$ cat src/sv/btnf_pkg.sv
// Shared types and constants for the boundary-tag next-fit heap core.
package btnf_pkg;

  // Widths and defaults
  localparam int SIZE_W         = 12;
  localparam int UNIT_SHIFT     = 4;     // 16-byte units
  localparam int HEAP_UNITS_DEF = 4096;
  localparam logic [SIZE_W-1:0] HEAP_SIZE_RST = 12'd4094;

  // Operation codes
  localparam logic FUNC_ALLOC = 1'b0;
  localparam logic FUNC_FREE  = 1'b1;

  // Status codes
  localparam logic [1:0] ST_OK       = 2'd0;
  localparam logic [1:0] ST_NO_MEM   = 2'd1;
  localparam logic [1:0] ST_BAD_FREE = 2'd2;

  // One boundary tag: block before and block after
  typedef struct packed {
    logic [SIZE_W-1:0] ps;   // prev size
    logic              pu;   // prev used
    logic [SIZE_W-1:0] ns;   // next size
    logic              nu;   // next used
  } tag_t;

  // Command to the index unit: load acc with a + b + ci
  typedef struct packed {
    logic              load;
    logic              ci;
    logic signed [13:0] b;
  } idx_cmd_t;

  // Usable size after limiting to the store
  function automatic logic [SIZE_W-1:0] clamp_units(input logic [SIZE_W-1:0] v,
                                                    input int units);
    logic [SIZE_W-1:0] r;
    r = v;
    if (int'(v) > units - 2) r = SIZE_W'(units - 2);
    return r;
  endfunction

endpackage

$ cat src/sv/btnf_idx_unit.sv
// Shared index adder: loads a sum, then folds it into the store range.
module btnf_idx_unit #(
  parameter int HEAP_UNITS = btnf_pkg::HEAP_UNITS_DEF,
  parameter int IW = $clog2(HEAP_UNITS),
  parameter int AW = ((IW > 12) ? IW : 12) + 3
) (
  input  logic                clk,
  input  btnf_pkg::idx_cmd_t  cmd,
  input  logic [IW-1:0]       a,
  output logic [AW-1:0]       acc,
  output logic                in_range
);
  import btnf_pkg::*;

  localparam logic [AW-1:0] HSZ = AW'(HEAP_UNITS);

  logic          neg;
  logic          high;
  logic [AW-1:0] op1;
  logic [AW-1:0] op2;
  logic [AW-1:0] sum;

  assign neg      = acc[AW-1];
  assign high     = !neg && (acc >= HSZ);
  assign in_range = !neg && !high;

  // one adder: either the loaded sum or a +/- heap size fold step
  always_comb begin
    if (cmd.load) begin
      op1 = AW'(a);
      op2 = {{(AW-14){cmd.b[13]}}, cmd.b};
    end else begin
      op1 = acc;
      op2 = neg ? HSZ : (high ? (~HSZ + AW'(1)) : '0);
    end
    sum = op1 + op2 + AW'(cmd.load & cmd.ci);
  end

  always_ff @(posedge clk) begin
    acc <= sum;
  end

endmodule

$ cat config.mk
export PLATFORM = sky130hd
export DESIGN_NAME = btnf_idx_unit
export DESIGN_NICKNAME = d
export VERILOG_FILES = /design/src/sv/btnf_pkg.sv /design/src/sv/btnf_idx_unit.sv
export SDC_FILE = /design/constraint.sdc
export NUM_CORES = 1
export LEC_CHECK = 0
export ABC_AREA = 1
export BUFFER_PORTS_ARGS = -buffer_cell sky130_fd_sc_hd__buf_2
export CAP_MARGIN = 25
export CORE_UTILIZATION = 55
export CTS_CLUSTER_DIAMETER = 80
export CTS_CLUSTER_SIZE = 12
export DETAILED_ROUTE_END_ITERATION = 8
export PLACE_DENSITY = 0.94
export SYNTH_ARGS = -nofsm -noshare
export SYNTH_HDL_FRONTEND = slang
export SYNTH_SLANG_ARGS = --single-unit
$ cat constraint.sdc
create_clock -name clk -period 6.25 [get_ports clk]
set_clock_uncertainty 0.1 [all_clocks]
set_input_delay 0.9375 -clock clk [delete_from_list [all_inputs] [get_ports clk]]
set_output_delay 0.9375 -clock clk [all_outputs]
set_load 0.02 [all_outputs]
* After elaboration in Yosys (flattened, before gate mapping)
Cells that the tools add are included. W data, S select, Z words.
Word-level totals: word-level logic and storage cells 13, register bits 15, output and inout bits 16
Cells by class: $lt $le $gt $ge 1, add/sub/neg operators 2, reductions and logical operators 4, mux-type cells 4, bitwise gates (word level) 1
Operators by type and width (count):
- $mux W15 | 4
- $add A15 B1 Y15 | 1
- $add A15 B15 Y15 | 1
- $ge A15 B13 Y1 const B | 1
- $logic_and A1 B1 Y1 | 2
- $logic_not A1 Y1 | 2
- $and A1 B1 Y1 | 1

* Depth between registers and ports, before layout
depth in word-level cells 7, depth in mapped cells 14, mapped depth without buffers 13

* Worst setup path after synthesis
OpenSTA, ideal clock, no wires.
kind input to register, start input cmd[15] (netlist bit), end register acc[12], setup time 0.114 ns, buffers on the path 2, slack 3.384 ns, stages 12, data arrival time 2.652 ns, cells stage by stage buf_2 buf_2 nand2_1 inv_1 fa_1 fa_1 nand3_1 nand3_1 nand3_1 nand3_1 nand2_1 nand2_1
On the way: word-level cells in the longest chain between the ends 3, elaborated cells on any way between the ends 5
RTL lines:
- start, declared | RTL line btnf_idx_unit.sv:8 | input btnf_pkg::idx_cmd_t cmd,
- $mux W15 | RTL line btnf_idx_unit.sv:29 | if (cmd.load) begin
- $add A15 B15 Y15 | RTL line btnf_idx_unit.sv:36 | sum = op1 + op2 + AW'(cmd.load & cmd.ci);
- $add A15 B1 Y15 (*) | RTL line btnf_idx_unit.sv:36
- net sum[12] | RTL line btnf_idx_unit.sv:21 | logic [AW-1:0] sum;
- end signal, assigned | RTL line btnf_idx_unit.sv:40 | acc <= sum;
- end, declared | RTL line btnf_idx_unit.sv:10 | output logic [AW-1:0] acc,
The timed path passes the listed nets; every way through them passes the cells marked *.

* Worst setup path after layout
Same ends and word-level chain as after synthesis.

==> flow_summary.toml <==
[drt]
drtAntennaViolNets = 0
drt_pass1_iterations = 4
num_vias = 1580
viasPerCell = 4.877
wirelength_um = 3305
drc = 0
initialDrtViolationCount = 49
wl_per_cell_um = 10.20

[cells_and_area]
area_growth_pct = 18.17
largest-register = "acc"
layout-drive-gt1-share_pct = 21.43
largest_reg_flops = 15
diodes = 0
fillerInstances = 235
ff_latch_area_um2 = 300.3
multi_input_area_um2 = 955.9
fin_area_um2 = 1717
top_regs = "acc x15"
fin_nets = 339

[logic_synthesis]
synthesis.instances = 250
ys_seq_elements = 15
ys_top_cells_by_area = "nand2_1 (29%), dfxtp_1 (21%), ha_1 (11%)"
synth_top_area_cell = "nand2_1"
yosys_warnings = 0
syn-cell-area_um2 = 1453
synthDistinctLibCells = 18
syn_nets = 294
synth_top_area_share_pct = 28.94
synth_area_per_cell_um2 = 5.811
seq_area_frac_synth_pct = 20.67

[sta]
hold_viol = 0
fin_tns_setup_ns = 0
fin_crit_ns = 3.104
tightest_slew_ns = 0.4661
setup_viol = 0
grt_setup_unrepaired = "false"
drv_slew = 0
fin_crit_sh_pct = 49.66
slew_headroom_pct = 68.93
timing.fmax_ghz = 0.3222

[worst_setup_path]
worstSetupStartpoint = "cmd[15]"
worst-path-buf-inv = 2
worstPathCellList = "buf_2 -> inv_2 -> nand2_1 -> nand2_1 -> fa_1 -> fa_1 -> nand3_1 -> nand3_1 -> nand3_1 -> nand3_1 -> nand2_1 -> nand2_1"
r2r_start = "acc[0]$_DFF_P_"
crit_arrival_ns = 3.20
path_class = "in -> reg"
crit_family = "adder cells"
slowest_stage = "fa_1"
start_kind = "input pin"
r2r_slack_ns = 4.15
cpPeakStageDelay_ns = 0.48
worst-path-max-fanout = 28
end_kind = "flop"
worstPathRequired_ns = 6.35

[power]
powerDensity_nw_per_um2 = 329.0
power_uw = 564.7
p_int_uw = 286.4
irDropWorstVdd_mv = 0.1944
leakage_uw = 0.001150
p_switching_uw = 278.3
pwr-share-seq_pct = 29.4
combPwrFrac_pct = 60.0
p_sw_share_pct = 49.28
pwr-share-clk_pct = 10.6

[clocking]
holdBufCountCts = 0
cts_buffer_depth = 2
ctsResizeCount = 0
cts_root_buf = "clkbuf_4"
cts_setup_buffers = 0
numCtsBuffers = 3
clk_pin_slew_ns = 0.10
cts_max_level = 1
worstSkewPairLatency_ns = 0.29
cts_tree = "done"
numClockSinks = 15

[global_route]
track_usage_pct = 25.58
top_usage_layer = "met2"
grt_max_degree = 29
grt_pass1_vias = 1352
grt_antenna_before_repair = 0
grt_first_pass_wirelength_um = 5361
met2_usage_pct = 43.96
met3_usage_pct = 4.023
grt_use_met1_pct = 31.73
grt.overflow.total = 0

[die]
die_h_um = 53.39
row_count = 18
core-area_um2 = 2477
die_x_um = 53.39
dieArea_um2 = 2850
start_util_pct = 58.64
io_pins = 45

[placed_design]
hpwl_um = 2699
place_area_um2 = 1690
port_buffers = 44
gp_congestion = 0.8774

[hold_path]
hold_class = "reg -> reg"
min_from = "acc[0]$_DFF_P_"

[run_status]
outcome = "finished clean"

[job]
max_cap_violations = 0
[power groups by stage]
stage / Sequential (µW) / Clock (µW) / Combinational [µW]
3_5_place_dp: 167 / 0 / 337
2_1_floorplan: 221 / 0 / 191
3_3_place_gp: 167 / 0 / 326
4_1_cts: 165 / 58.4 / 339
6_report: 166 / 59.9 / 339
5_1_grt: 171 / 63.3 / 380
[cells in the final DEF (no fill, tap or decap)]
master,netlist,final
o21ai_2,1,1
clkbuf_4,0,3
nor2_1,14,14
nor3_2,3,3
o21ai_0,1,1
inv_1,43,43
nand3_1,12,12
nand4_1,2,2
buf_2,4,44
nand2_2,6,6
nand3_2,2,2
a21oi_1,9,9
xor2_1,5,5
xnor2_1,2,2
inv_2,4,4
dfxtp_1,15,15
nand2_1,112,112
fa_1,2,2
clkbuf_1,0,1
ha_1,13,13
[layer usage]
metal | vias up | wire length (µm)
met1 | 682 | 1502
li1 | 842 | -
met5 | - | 0
met4 | 0 | 67
met2 | 45 | 1536
met3 | 11 | 199
[tightest hold or removal path, stage by stage (launching register included)]
cell and delay, ns:
dfxtp_1 0.36, nand2_1 0.06, nand2_1 0.08, fa_1 0.17
[cell type report]
cell class                      instances  share of cell area [%]
Inverter                               47                   10.28
Sequential cell                        15                   17.49
Tap cell                               30                   2.187
Clock buffer                            4                   1.531
Multi-Input combinational cell        184                   55.69
Timing Repair Buffer                   44                   12.83
[cell families after synthesis]
family | Yosys count | synth area share [%]
compound gates | 11 | 4.048
xor+xnor | 7 | 4.221
fa+ha+maj | 15 | 13.95
buf+inv | 51 | 13.52
flops | 15 | 20.67
simple gates | 151 | 43.58
[path summary, 6_finish.rpt]
check	endpoint	depth (start not counted)
max reg2reg	acc[12]$_DFF_P_	10
max	acc[12]$_DFF_P_	12
min	acc[0]$_DFF_P_	3
min reg2reg	acc[0]$_DFF_P_	3
[per-stage QoR]
| stage | std cells | hold WS, ns | setup slack (ns) | utilization, % |
|---|---|---|---|---|
| final | 324 | 0.5984 | 3.146 | 69.29 |
| after global placement | 320 | 0.5264 | 2.938 | 68.23 |
| after floorplan | 250 | 0.6506 | 3.384 | - |
| after CTS | 324 | 0.5981 | 3.146 | 69.29 |
| after global routing | 324 | 0.6222 | 2.955 | 69.29 |
| after detailed placement | 320 | 0.5759 | 2.845 | 68.23 |
[Yosys cell counts (all sizes together)]
| master | n |
|---|---|
| ha | 13 |
| xnor2 | 2 |
| nand4 | 2 |
| nor2 | 14 |
| nand3 | 14 |
| fa | 2 |
| o21ai | 2 |
| nor3 | 3 |
| xor2 | 5 |
| a21oi | 9 |
| dfxtp | 15 |
| buf | 4 |
| inv | 47 |
| nand2 | 118 |
Note: power is estimated with default switching activity, not from simulation.
